### config.mk
export PLATFORM = sky130hd
export DESIGN_NAME = message_mailbox_slots
export DESIGN_NICKNAME = d
export VERILOG_FILES = /design/src/hdl/mms_pkg.sv /design/src/hdl/mms_front.sv /design/src/hdl/mms_back.sv /design/src/hdl/message_mailbox_slots.sv
export SDC_FILE = /design/constraint.sdc
export NUM_CORES = 1
export LEC_CHECK = 0
export BUFFER_PORTS_ARGS = -buffer_cell sky130_fd_sc_hd__buf_4
export CORE_MARGIN = 10
export CORE_UTILIZATION = 45
export DETAILED_ROUTE_END_ITERATION = 8
export PLACE_DENSITY = 0.66
export SYNTH_ARGS = -nofsm -noshare
export SYNTH_HDL_FRONTEND = slang
export SYNTH_SLANG_ARGS = --single-unit
### constraint.sdc
create_clock -name clk -period 34.4 [get_ports clk]
set_input_delay 6.88 -clock clk [delete_from_list [all_inputs] [get_ports clk]]
set_output_delay 6.88 -clock clk [all_outputs]
set_load 0.02 [all_outputs]
### src/hdl/mms_pkg.sv
package mms_pkg;

    // Sizing of the mailbox.
    localparam int CLIENTS       = 8;
    localparam int SLOTS         = 8;
    localparam int PAYLOAD_BYTES = 8;

    localparam int SLOT_W    = $clog2(SLOTS);
    localparam int ISSUED_W  = $clog2(CLIENTS + 1);
    localparam int CIDX_W    = (CLIENTS > 1) ? $clog2(CLIENTS) : 1;
    localparam int PCOUNT_W  = $clog2(SLOTS + 1);

    localparam logic [63:0] PAYLOAD_MASK =
        (PAYLOAD_BYTES >= 8) ? 64'hFFFF_FFFF_FFFF_FFFF
                             : ((64'd1 << (8 * PAYLOAD_BYTES)) - 64'd1);

    // Request operations.
    typedef enum logic [1:0] {
        OP_JOIN    = 2'd0,
        OP_SEND    = 2'd1,
        OP_RECEIVE = 2'd2,
        OP_LEAVE   = 2'd3
    } op_t;

    // Status codes of a response.
    localparam logic [2:0] ST_OK            = 3'd0;
    localparam logic [2:0] ST_BAD_DEST      = 3'd1;
    localparam logic [2:0] ST_NO_SLOT       = 3'd2;
    localparam logic [2:0] ST_NO_MESSAGE    = 3'd3;
    localparam logic [2:0] ST_IDS_EXHAUSTED = 3'd4;

    typedef struct packed {
        op_t         operation;
        logic [3:0]  client;
        logic [3:0]  peer;
        logic [63:0] message_in;
    } in_item_t;

    typedef struct packed {
        logic [2:0]  status;
        logic [3:0]  new_id;
        logic [63:0] message_out;
        logic [3:0]  pending;
    } out_item_t;

    // Classified command handed from the front to the back.
    typedef struct packed {
        op_t         op;
        logic        client_ok;
        logic        bad_dest;
        logic [3:0]  client;
        logic [3:0]  peer;
        logic [63:0] data;
    } cmd_t;

endpackage

### src/hdl/mms_front.sv
module mms_front (
    input  logic              clk,
    input  logic              rst_n,
    input  mms_pkg::in_item_t request,
    input  logic              push,
    output logic              full,
    output mms_pkg::cmd_t     cmd,
    output logic              cmd_valid,
    input  logic              cmd_take
);

    mms_pkg::cmd_t q_reg [2];
    logic          wr_ptr_reg, wr_ptr_next;
    logic          rd_ptr_reg, rd_ptr_next;
    logic [1:0]    count_reg, count_next;
    mms_pkg::cmd_t classified;
    logic          do_push;
    logic          do_pop;

    // Classify the request: client range and destination checks.
    always_comb
    begin
        classified.op        = request.operation;
        classified.client    = request.client;
        classified.peer      = request.peer;
        classified.data      = request.message_in & mms_pkg::PAYLOAD_MASK;
        classified.client_ok = (request.client != 4'd0) &&
                               (int'(request.client) <= mms_pkg::CLIENTS);
        classified.bad_dest  = !classified.client_ok ||
                               (int'(request.peer) > mms_pkg::CLIENTS) ||
                               (request.peer == request.client);
    end

    assign full      = (count_reg == 2'd2);
    assign cmd_valid = (count_reg != 2'd0);
    assign cmd       = q_reg[rd_ptr_reg];
    assign do_push   = push && !full;
    assign do_pop    = cmd_take && cmd_valid;

    // Pointer and fill count of the command queue.
    always_comb
    begin
        wr_ptr_next = wr_ptr_reg ^ do_push;
        rd_ptr_next = rd_ptr_reg ^ do_pop;
        count_next  = count_reg + {1'b0, do_push} - {1'b0, do_pop};
    end

    always_ff @(posedge clk or negedge rst_n)
    begin
        if (!rst_n)
        begin
            wr_ptr_reg <= 1'b0;
            rd_ptr_reg <= 1'b0;
            count_reg  <= 2'd0;
        end
        else
        begin
            wr_ptr_reg <= wr_ptr_next;
            rd_ptr_reg <= rd_ptr_next;
            count_reg  <= count_next;
        end
    end

    // Command storage needs no reset.
    always_ff @(posedge clk)
    begin
        if (do_push)
        begin
            q_reg[wr_ptr_reg] <= classified;
        end
    end

endmodule

### src/hdl/mms_back.sv
module mms_back (
    input  logic               clk,
    input  logic               rst_n,
    input  mms_pkg::cmd_t      cmd,
    input  logic               cmd_valid,
    output logic               cmd_take,
    output mms_pkg::out_item_t response,
    output logic               empty,
    input  logic               pop
);

    typedef enum logic {
        S_EXEC,
        S_REPORT
    } state_t;

    localparam int C = mms_pkg::CLIENTS;
    localparam int S = mms_pkg::SLOTS;

    state_t state_reg, state_next;

    // Slot file.
    logic                          valid_reg  [S];
    logic                          valid_next [S];
    logic [C-1:0]                  marks_reg  [S];
    logic [C-1:0]                  marks_next [S];
    logic [3:0]                    sender_reg [S];
    logic [3:0]                    target_reg [S];
    logic [63:0]                   payload_reg [S];
    logic [mms_pkg::SLOT_W-1:0]    last_reg, last_next;
    logic [mms_pkg::ISSUED_W-1:0]  issued_reg, issued_next;

    // Results of the execute step held for the report step.
    logic [2:0]  status_reg, status_next;
    logic [3:0]  nid_reg, nid_next;
    logic [63:0] msg_reg, msg_next;
    logic [3:0]  pc_reg, pc_next;

    // Response queue.
    mms_pkg::out_item_t rq_reg [2];
    logic               rq_wr_reg, rq_rd_reg;
    logic [1:0]         rq_count_reg;
    logic               rq_push, rq_pop;

    logic                       fill_en;
    logic [mms_pkg::SLOT_W-1:0] fill_idx;
    logic [C-1:0]               cbit;
    logic [C-1:0]               fill_marks;
    logic [mms_pkg::SLOT_W-1:0] start_idx, scan_idx, hit_idx;
    logic                       found;
    logic                       go;
    logic [mms_pkg::PCOUNT_W-1:0] pcount;
    logic                       pc_ok;
    logic [C-1:0]               pc_bit;

    assign go       = (state_reg == S_EXEC) && cmd_valid && (rq_count_reg != 2'd2);
    assign cmd_take = go;

    // Execute one command against the slot file.
    always_comb
    begin
        state_next  = state_reg;
        last_next   = last_reg;
        issued_next = issued_reg;
        status_next = status_reg;
        nid_next    = nid_reg;
        msg_next    = msg_reg;
        pc_next     = pc_reg;
        fill_en     = 1'b0;
        fill_idx    = '0;
        found       = 1'b0;
        hit_idx     = '0;
        scan_idx    = '0;
        cbit        = '0;
        fill_marks  = '0;
        start_idx   = '0;
        for (int s = 0; s < S; s++)
        begin
            valid_next[s] = valid_reg[s];
            marks_next[s] = marks_reg[s];
        end
        if (cmd.client_ok)
        begin
            cbit[mms_pkg::CIDX_W'(cmd.client - 4'd1)] = 1'b1;
        end
        for (int i = 0; i < C; i++)
        begin
            fill_marks[i] = (i >= int'(issued_reg)) || cbit[i];
        end
        if (state_reg == S_REPORT)
        begin
            state_next = S_EXEC;
        end
        else if (go)
        begin
            state_next  = S_REPORT;
            status_next = mms_pkg::ST_OK;
            nid_next    = 4'd0;
            msg_next    = 64'd0;
            pc_next     = cmd.client;
            unique case (cmd.op)
                mms_pkg::OP_JOIN:
                begin
                    if (int'(issued_reg) < C)
                    begin
                        issued_next = issued_reg + 1'b1;
                        nid_next    = 4'(issued_reg + 1'b1);
                        pc_next     = 4'(issued_reg + 1'b1);
                    end
                    else
                    begin
                        status_next = mms_pkg::ST_IDS_EXHAUSTED;
                    end
                end
                mms_pkg::OP_SEND:
                begin
                    if (cmd.bad_dest)
                    begin
                        status_next = mms_pkg::ST_BAD_DEST;
                    end
                    else if (cmd.peer == 4'd0)
                    begin
                        if (valid_reg[0])
                        begin
                            status_next = mms_pkg::ST_NO_SLOT;
                        end
                        else
                        begin
                            fill_en  = 1'b1;
                            fill_idx = '0;
                        end
                    end
                    else
                    begin
                        // Round-robin search over the point-to-point slots.
                        start_idx = (int'(last_reg) >= S - 1) ? mms_pkg::SLOT_W'(1)
                                                             : last_reg + 1'b1;
                        scan_idx  = start_idx;
                        for (int k = 0; k < S - 1; k++)
                        begin
                            if (!found && !valid_reg[scan_idx])
                            begin
                                found   = 1'b1;
                                hit_idx = scan_idx;
                            end
                            scan_idx = (int'(scan_idx) == S - 1) ? mms_pkg::SLOT_W'(1)
                                                                : scan_idx + 1'b1;
                        end
                        if (found)
                        begin
                            fill_en   = 1'b1;
                            fill_idx  = hit_idx;
                            last_next = hit_idx;
                        end
                        else
                        begin
                            status_next = mms_pkg::ST_NO_SLOT;
                        end
                    end
                end
                mms_pkg::OP_RECEIVE:
                begin
                    if (!cmd.client_ok)
                    begin
                        status_next = mms_pkg::ST_BAD_DEST;
                    end
                    else
                    begin
                        // First slot from this sender, unread, meant for us.
                        for (int s = 0; s < S; s++)
                        begin
                            if (!found && valid_reg[s] && ((marks_reg[s] & cbit) == '0) &&
                                (sender_reg[s] == cmd.peer) &&
                                ((target_reg[s] == 4'd0) || (target_reg[s] == cmd.client)))
                            begin
                                found   = 1'b1;
                                hit_idx = mms_pkg::SLOT_W'(s);
                            end
                        end
                        if (found)
                        begin
                            msg_next = payload_reg[hit_idx];
                            if (target_reg[hit_idx] == 4'd0)
                            begin
                                marks_next[hit_idx] = marks_reg[hit_idx] | cbit;
                                if (&(marks_reg[hit_idx] | cbit))
                                begin
                                    valid_next[hit_idx] = 1'b0;
                                end
                            end
                            else
                            begin
                                valid_next[hit_idx] = 1'b0;
                            end
                        end
                        else
                        begin
                            status_next = mms_pkg::ST_NO_MESSAGE;
                        end
                    end
                end
                mms_pkg::OP_LEAVE:
                begin
                    if (cmd.client_ok)
                    begin
                        if (valid_reg[0])
                        begin
                            marks_next[0] = marks_reg[0] | cbit;
                        end
                        for (int s = 1; s < S; s++)
                        begin
                            if (valid_reg[s] && (target_reg[s] == cmd.client))
                            begin
                                valid_next[s] = 1'b0;
                            end
                        end
                    end
                end
                default:
                begin
                    status_next = mms_pkg::ST_OK;
                end
            endcase
            if (fill_en)
            begin
                valid_next[fill_idx] = 1'b1;
                marks_next[fill_idx] = fill_marks;
            end
        end
    end

    // Pending count for the reported client, taken from the updated slot file.
    always_comb
    begin
        pcount = '0;
        pc_bit = '0;
        pc_ok  = (pc_reg != 4'd0) && (int'(pc_reg) <= C);
        if (pc_ok)
        begin
            pc_bit[mms_pkg::CIDX_W'(pc_reg - 4'd1)] = 1'b1;
            if (valid_reg[0] && ((marks_reg[0] & pc_bit) == '0) &&
                (sender_reg[0] != pc_reg))
            begin
                pcount = pcount + 1'b1;
            end
            for (int s = 1; s < S; s++)
            begin
                if (valid_reg[s] && (target_reg[s] == pc_reg))
                begin
                    pcount = pcount + 1'b1;
                end
            end
        end
    end

    assign rq_push  = (state_reg == S_REPORT);
    assign rq_pop   = pop && !empty;
    assign empty    = (rq_count_reg == 2'd0);
    assign response = rq_reg[rq_rd_reg];

    // State, slot status and response queue control.
    always_ff @(posedge clk or negedge rst_n)
    begin
        if (!rst_n)
        begin
            state_reg    <= S_EXEC;
            last_reg     <= '0;
            issued_reg   <= '0;
            rq_wr_reg    <= 1'b0;
            rq_rd_reg    <= 1'b0;
            rq_count_reg <= 2'd0;
            for (int s = 0; s < S; s++)
            begin
                valid_reg[s] <= 1'b0;
            end
        end
        else
        begin
            state_reg    <= state_next;
            last_reg     <= last_next;
            issued_reg   <= issued_next;
            rq_wr_reg    <= rq_wr_reg ^ rq_push;
            rq_rd_reg    <= rq_rd_reg ^ rq_pop;
            rq_count_reg <= rq_count_reg + {1'b0, rq_push} - {1'b0, rq_pop};
            for (int s = 0; s < S; s++)
            begin
                valid_reg[s] <= valid_next[s];
            end
        end
    end

    // Slot contents and step results need no reset.
    always_ff @(posedge clk)
    begin
        status_reg <= status_next;
        nid_reg    <= nid_next;
        msg_reg    <= msg_next;
        pc_reg     <= pc_next;
        for (int s = 0; s < S; s++)
        begin
            marks_reg[s] <= marks_next[s];
        end
        if (fill_en)
        begin
            sender_reg[fill_idx]  <= cmd.client;
            target_reg[fill_idx]  <= cmd.peer;
            payload_reg[fill_idx] <= cmd.data;
        end
        if (rq_push)
        begin
            rq_reg[rq_wr_reg].status      <= status_reg;
            rq_reg[rq_wr_reg].new_id      <= nid_reg;
            rq_reg[rq_wr_reg].message_out <= msg_reg;
            rq_reg[rq_wr_reg].pending     <= 4'(pcount);
        end
    end

endmodule

### src/hdl/message_mailbox_slots.sv
// Mailbox shared by up to eight clients, with one broadcast slot and
// point-to-point slots.
// Requests enter through a queue port: a transfer happens at a rising edge
// with push high and full low. Each request (join, send, receive, leave)
// yields exactly one response, read from a queue port: the oldest response
// is shown while empty is low and is transferred at an edge with pop high.
// A request passes through the command queue and then the execute step
// and the report step of the slot file controller, which computes the
// pending count from the updated slots, before its response is queued.
// The controller takes no new command until the report step is done.
// A two-entry command queue sits in front of the controller and a two-entry
// response queue behind it, so requests keep being taken while a response
// waits; when pop stays low both queues fill and full rises.
// Reset empties all slots, both queues, the issued id count and the
// round-robin pointer.
module message_mailbox_slots (
    input  logic               clk,
    input  logic               rst_n,
    input  mms_pkg::in_item_t  request,
    input  logic               push,
    output logic               full,
    output mms_pkg::out_item_t response,
    output logic               empty,
    input  logic               pop
);

    mms_pkg::cmd_t cmd;
    logic          cmd_valid;
    logic          cmd_take;

    // Request acceptance and classification.
    mms_front u_front (
        .clk       (clk),
        .rst_n     (rst_n),
        .request   (request),
        .push      (push),
        .full      (full),
        .cmd       (cmd),
        .cmd_valid (cmd_valid),
        .cmd_take  (cmd_take)
    );

    // Slot file controller and response queue.
    mms_back u_back (
        .clk       (clk),
        .rst_n     (rst_n),
        .cmd       (cmd),
        .cmd_valid (cmd_valid),
        .cmd_take  (cmd_take),
        .response  (response),
        .empty     (empty),
        .pop       (pop)
    );

`ifndef NO_ASSERTIONS
    // An issued id only comes with a successful join.
    assert property (@(posedge clk) disable iff (!rst_n)
        (!empty && response.new_id != 4'd0) |-> (response.status == mms_pkg::ST_OK))
    else $error("new id reported with a failing status");

    // A delivered payload only comes with a successful step.
    assert property (@(posedge clk) disable iff (!rst_n)
        (!empty && response.message_out != 64'd0) |-> (response.status == mms_pkg::ST_OK))
    else $error("payload reported with a failing status");

    // The controller never takes a command the queue does not hold.
    assert property (@(posedge clk) disable iff (!rst_n)
        cmd_take |-> cmd_valid)
    else $error("command taken from an empty queue");

    // Commands are never taken back to back.
    assert property (@(posedge clk) disable iff (!rst_n)
        cmd_take |=> !cmd_take)
    else $error("commands taken back to back");
`endif

endmodule
# After elaboration in Yosys (flattened, before gate mapping)
# Memory sizes are Yosys's and may differ from the RTL's. A register that Yosys moved wholly into a read port is not among the register bits.
# Index checks and enable logic that the tools add are counted.
# W data, S select, Z words.
# totals
memories	6
mem_bits_rw	942
input_bits	78
mem_bits_ro	0
latch_bits	0
regBits	35
word_cells	503
# classes
n_mux	227
n_mul	0
n_shift	0
n_reduce_logical	135
n_lt_le_gt_ge	28
n_eq_ne	36
div_mod_pow	0
bitwise	30
n_addsub	21
# memory_table
name	depth	width	rd	rd_clocked_by_memory_dff	wr	line	source
u_back.payload_reg	8	64	1	1	1	mms_back.sv:29	logic [63:0] payload_reg [S];
u_front.q_reg	2	76	1	0	1	mms_front.sv:12	mms_pkg::cmd_t q_reg [2];
u_back.rq_reg	2	75	1	0	1	mms_back.sv:40	mms_pkg::out_item_t rq_reg [2];
u_back.marks_reg	8	8	9	0	8	mms_back.sv:25	logic [C-1:0] marks_reg [S];
u_back.sender_reg	8	4	8	0	1	mms_back.sv:27	logic [3:0] sender_reg [S];
u_back.target_reg	8	4	9	0	1	mms_back.sv:28	logic [3:0] target_reg [S];
# op_table
cell	n
$mux W64	6
$mux W56	3
$mux W1	129
$bwmux W64	2
$mux W3	34
$eq A4 B4 Y1	24
$mux W8	12
$and A8 B8 Y8	10
$logic_not A8 Y1	9
$mux W4	17
$logic_and A1 B1 Y1	64
$demux W8 S3	2
$logic_not A4 Y1	10
$ge A4 B4 Y1 const B	9
$not A3 Y4	9
$add A4 B1 Y4 const B	8
$or A8 B8 Y8	3
$logic_not A1 Y1	23
$add A3 B1 Y3 const B	7
$bmux W1 S3	7
$mux W7	3
$eq A3 B1 Y1 const B	6
$logic_or A1 B1 Y1	18
$ge A3 B4 Y1 const A	4
other kinds (32)	58

# Longest topological paths before layout
# An unclocked memory read counts as a cell.
# depth
word_depth	103
depth_mapped	25
depth_no_buf	22

# Hierarchy
# Synthesis repeated with hierarchy kept, for this count alone.
# unflattened
cells_unflattened	2798
area_unflattened_um2	43893.3
# by_module_without_submodules
mod	cells_each	area_per_inst_um2	instances	seq_area_each_um2
mms_back	2531	37982.7	1	26475.4
mms_front	267	5910.7	1	4664.5

# Worst setup path after synthesis
# OpenSTA, ideal clock, no wires.
# synth_timing
path_kind	reg2reg
start	register u_back.last_reg[0] in the netlist's numbering
end	memory u_back.payload_reg[4][0] (enable)
required_ns	33.717
period_less_slack_ns	12.809
slack_ns	21.591
stages_incl_launch_ff	23
arrival_time_ns	12.126
setup_ns	0.683
path_buffers	3
cell_sequence	dfrtp_1 > ha_1 > ha_1 > clkbuf_1 > nand2b_1 > a21oi_1 > ha_1 > nand3b_1 > a21oi_1 > ha_1 > ha_1 > ha_1 > buf_1 > mux4_2 > mux4_2 > nand2b_1 > nor2_1 > nand2_1 > o32a_1 > o211a_1 > clkbuf_1 > inv_1 > nor4_1
# synth_between
elab_chain_len	70
elab_cells_between_ends	134
# synth_rtl
element	line	source
from (decl)	mms_back.sv:30	logic [mms_pkg::SLOT_W-1:0] last_reg, last_next;
from (signal assigned)	mms_back.sv:280	last_reg <= last_next;
$add A3 B1 Y3 / $ge A3 B3 Y1 (equally long branches)	mms_back.sv:137, mms_back.sv:136	
$mux W3 *	mms_back.sv:136	start_idx = (int'(last_reg) >= S - 1) ? mms_pkg::SLOT_W'(1)
$not A3 Y4 (not written as such)	mms_back.sv:141	if (!found && !valid_reg[scan_idx])
$bmux W1 S3	mms_back.sv:141	
$mux W1 (not written as such) (2 in a row)	mms_back.sv:141	
$mux W1	mms_back.sv:141	
$mux W1	mms_back.sv:121	else if (cmd.peer == 4'd0)
$mux W1	mms_back.sv:117	if (cmd.bad_dest)
(+53 left out)	n/a	
$mux W1	mms_back.sv:117	
$mux W1	mms_back.sv:101	unique case (cmd.op)
$mux W1	mms_back.sv:94	else if (go)
$mux W1	mms_back.sv:90	if (state_reg == S_REPORT)
$mux W1	mms_back.sv:94	
$mux W1	mms_back.sv:90	
$mux W1	mms_back.sv:303	if (fill_en)
$mux W1 (not written as such)	mms_back.sv:307	payload_reg[fill_idx] <= cmd.data;
to (decl)	mms_back.sv:29	
# Every way passes the cells marked *; elsewhere a longest branch is shown, timed or not. The select of a mux whose other input is x is not followed.

==> impl_metrics.env <==
export IMPL_status="finished, final reports clean"
export IMPL_cts_setup_buffers=0
export IMPL_worst_slew_pin_slew_ns=1.33
export IMPL_firstDrtPassIters=8
export IMPL_worstPathRequired_ns=27.52
export IMPL_setup_viol=0
export IMPL_clk_pin_slew_ns=0.06
export IMPL_most_common_layout_cells="edfxtp_1 (1017), buf_4 (209), mux2i_1 (202)"
export IMPL_grt_max_degree=77
export IMPL_cts_made_buffers=103
export IMPL_synth_distinct_cells=94
export IMPL_synth_top_cell_by_area="edfxtp_1"
export IMPL_seqCellArea_mm2=0.0311
export IMPL_die_w_um=332
export IMPL_cts_resized=0
export IMPL_use_met2_pct=34.6
export IMPL_synth_edff_count=1017
export IMPL_h_tree_depth=3
export IMPL_cts_root_buf="clkbuf_16"
export IMPL_synthCells=2678
export IMPL_multi_input_comb_area_mm2=0.0119
export IMPL_critPathCaptureType="output port"
export IMPL_async_flop_share_pct=2.31
export IMPL_post_place_cells=4014
export IMPL_grt_pass1_wl_um=175000
export IMPL_clk_insertion_delay_late_ns=0.69
export IMPL_post_place_ws_ns=25.01
export IMPL_total_power_mw=4.82
export IMPL_wl_per_cell_um=28.2
export IMPL_nets=2955
export IMPL_met3_usage_pct=3.15
export IMPL_final_common_cell="edfxtp_1"
export IMPL_avgSynthCellArea_um2=16.3
export IMPL_path_class="reg2out"
export IMPL_area_growth_pct=14.1
export IMPL_grt_pass1_vias=26213
export IMPL_num_fill_cells=7741
export IMPL_grt_util_met1_pct=28.2
export IMPL_power_density_mw_per_mm2=96.5
export IMPL_ys_seq_area_share_pct=71.2
export IMPL_core_mm2=0.0966
export IMPL_vias=25498
export IMPL_num_io_pins=155
export IMPL_timing_final_crit_period_ns=9.65
export IMPL_largest_reg_flops=512
export IMPL_finalWeightedCongestion=0.939
export IMPL_cp_arrival_ns=2.77
export IMPL_crit_path_start_kind="flop"
export IMPL_maxCapViolations=0
export IMPL_synthTopCellsByArea="edfxtp_1 (70%), mux2i_1 (4.6%), mux2_2 (4.2%)"
export IMPL_ys_warn_count=0
export IMPL_vias_per_cell=6.06
export IMPL_final_max_slew_viol_count=0
export IMPL_clock_sinks=1041
export IMPL_antenna_found_initial=3
export IMPL_post_dp_hpwl_um=72200
export IMPL_finClkSkew_ns=0.0305
export IMPL_setup_tns_final_ns=0
export IMPL_hold_viol_final=0
export IMPL_max_clock_path_buffers=3
export IMPL_setup_ws_ns=24.76
export IMPL_die_y_um=332
export IMPL_relSlewSlack_pct=10.7
export IMPL_synth_seq_cells=1041
export IMPL_cts_tree="built"
export IMPL_grt_ovfl_total=0
export IMPL_ant_nets=0
export IMPL_drive_above_1_share_pct=20.6
export IMPL_finalCritPeriodShare_pct=28.0
export IMPL_routed_wirelength_um=118000
export IMPL_drc_errors=0
export IMPL_place_area_mm2=0.0465
export IMPL_io_buffers=154
export IMPL_drtIter0Drc=2641
export IMPL_syn_area_mm2=0.0437
export IMPL_die_area_mm2=0.110
export IMPL_rsz0062_at_grt="no"
export IMPL_hp_class="reg2reg"
export IMPL_antenna_cells=0
export IMPL_synth_net_count=2790
export IMPL_fin_area_mm2=0.0499
export IMPL_ctsHoldBuffers=0
export IMPL_ys_flop_type="edfxtp_1"
export IMPL_rows=114
export IMPL_globalRoute_busiestLayer="met2"
export IMPL_irDropWorstVdd_mv=0.0793
export IMPL_track_usage_pct=20.9
export IMPL_cp_max_fo=47
export IMPL_finalNonFillerCells=4208
export IMPL_initial_utilization_pct=45.3
export IMPL_synth_top_area_share_pct=69.8
export IMPL_p_leak_nw=16.8
export IMPL_max_clock_freq_mhz=104
-- through the flow --
step                hold WS [ns]  utilization, %
floorplan                  0.421               -
global placement           0.427            48.1
detailed placement         0.430            48.1
CTS                        0.432            51.7
global route               0.453            51.7
finish                     0.438            51.7
-- worst max-delay path: stages (launching register included) --
cell	delay, ns
dfrtp_4	0.78
buf_4	0.60
mux2_2	0.42
buf_4	0.16
-- worst paths after layout --
kind	from	endpoint	slack, ns	depth (start not counted)
max in group asynchronous	rst_n	u_back.rq_rd_reg	27.83	1
min in group asynchronous	rst_n	u_back.valid_reg[1]	6.17	1
worst min-delay path	u_back.msg_reg[11]	u_back.rq_reg[1][15]	0.44	0
worst max-delay path	u_back.rq_rd_reg	response[69]	24.76	3
worst max register to register	u_back.last_reg[0]	u_back.payload_reg[2][58]	25.69	21
worst min register to register	u_back.msg_reg[11]	u_back.rq_reg[1][15]	0.44	0
-- routing by layer --
metal	vias up	part of all wire, %
met4	4	2.9
li1	11116	-
met5	-	0.023
met1	13138	42
met2	1019	48
met3	221	6.3
-- layout make-up --
| cell class | instances | area share [%] |
|---|---|---|
| well taps | 1276 | 3.20 |
| inverters | 50 | 0.386 |
| repair buffers | 209 | 3.14 |
| flip-flops and latches | 1041 | 62.4 |
| clock inverters | 73 | 1.51 |
| multi-input cells | 1438 | 23.9 |
| clock buffers | 121 | 5.39 |
-- cells by family after synthesis --
kind of cell	Yosys count	synth area share, %
XOR/XNOR	124	2.50
buffers and inverters	199	1.83
flip-flops	1041	71.2
multiplexers	383	9.73
AND/OR/NAND/NOR	408	4.82
adder cells (fa/ha/maj)	34	0.973
AO/OA/AOI/OAI	489	8.94
-- synthesized netlist by cell type, drive strengths merged (8+ instances only) --
cell        n
a21oi     116
nand2     133
dfrtp      24
o211a      62
nand4      10
xnor2      85
a222oi     64
and2       10
or2         9
a221o       9
mux2i     209
o2111ai     8
nor3       35
clkbuf    100
or4        12
buf        49
nor2       71
o21ai      36
o22ai      13
nor2b       9
nor4       18
xor2       39
edfxtp   1017
a221oi     22
o221ai     64
mux4       11
a211oi     10
nand2b     30
and3       10
inv        50
mux2      163
nand3      26
a22oi       9
o41ai      13
ha         34
-- power by group --
part	leakage, nW	total (mW)	internal (mW)	switching (mW)
registers	9.64	2.02	1.85	0.175
logic	5.50	1.66	0.605	1.06
clock network	1.65	1.13	0.653	0.479
total	16.8	4.82	3.10	1.71
Note: power is estimated with default switching activity, not from simulation.
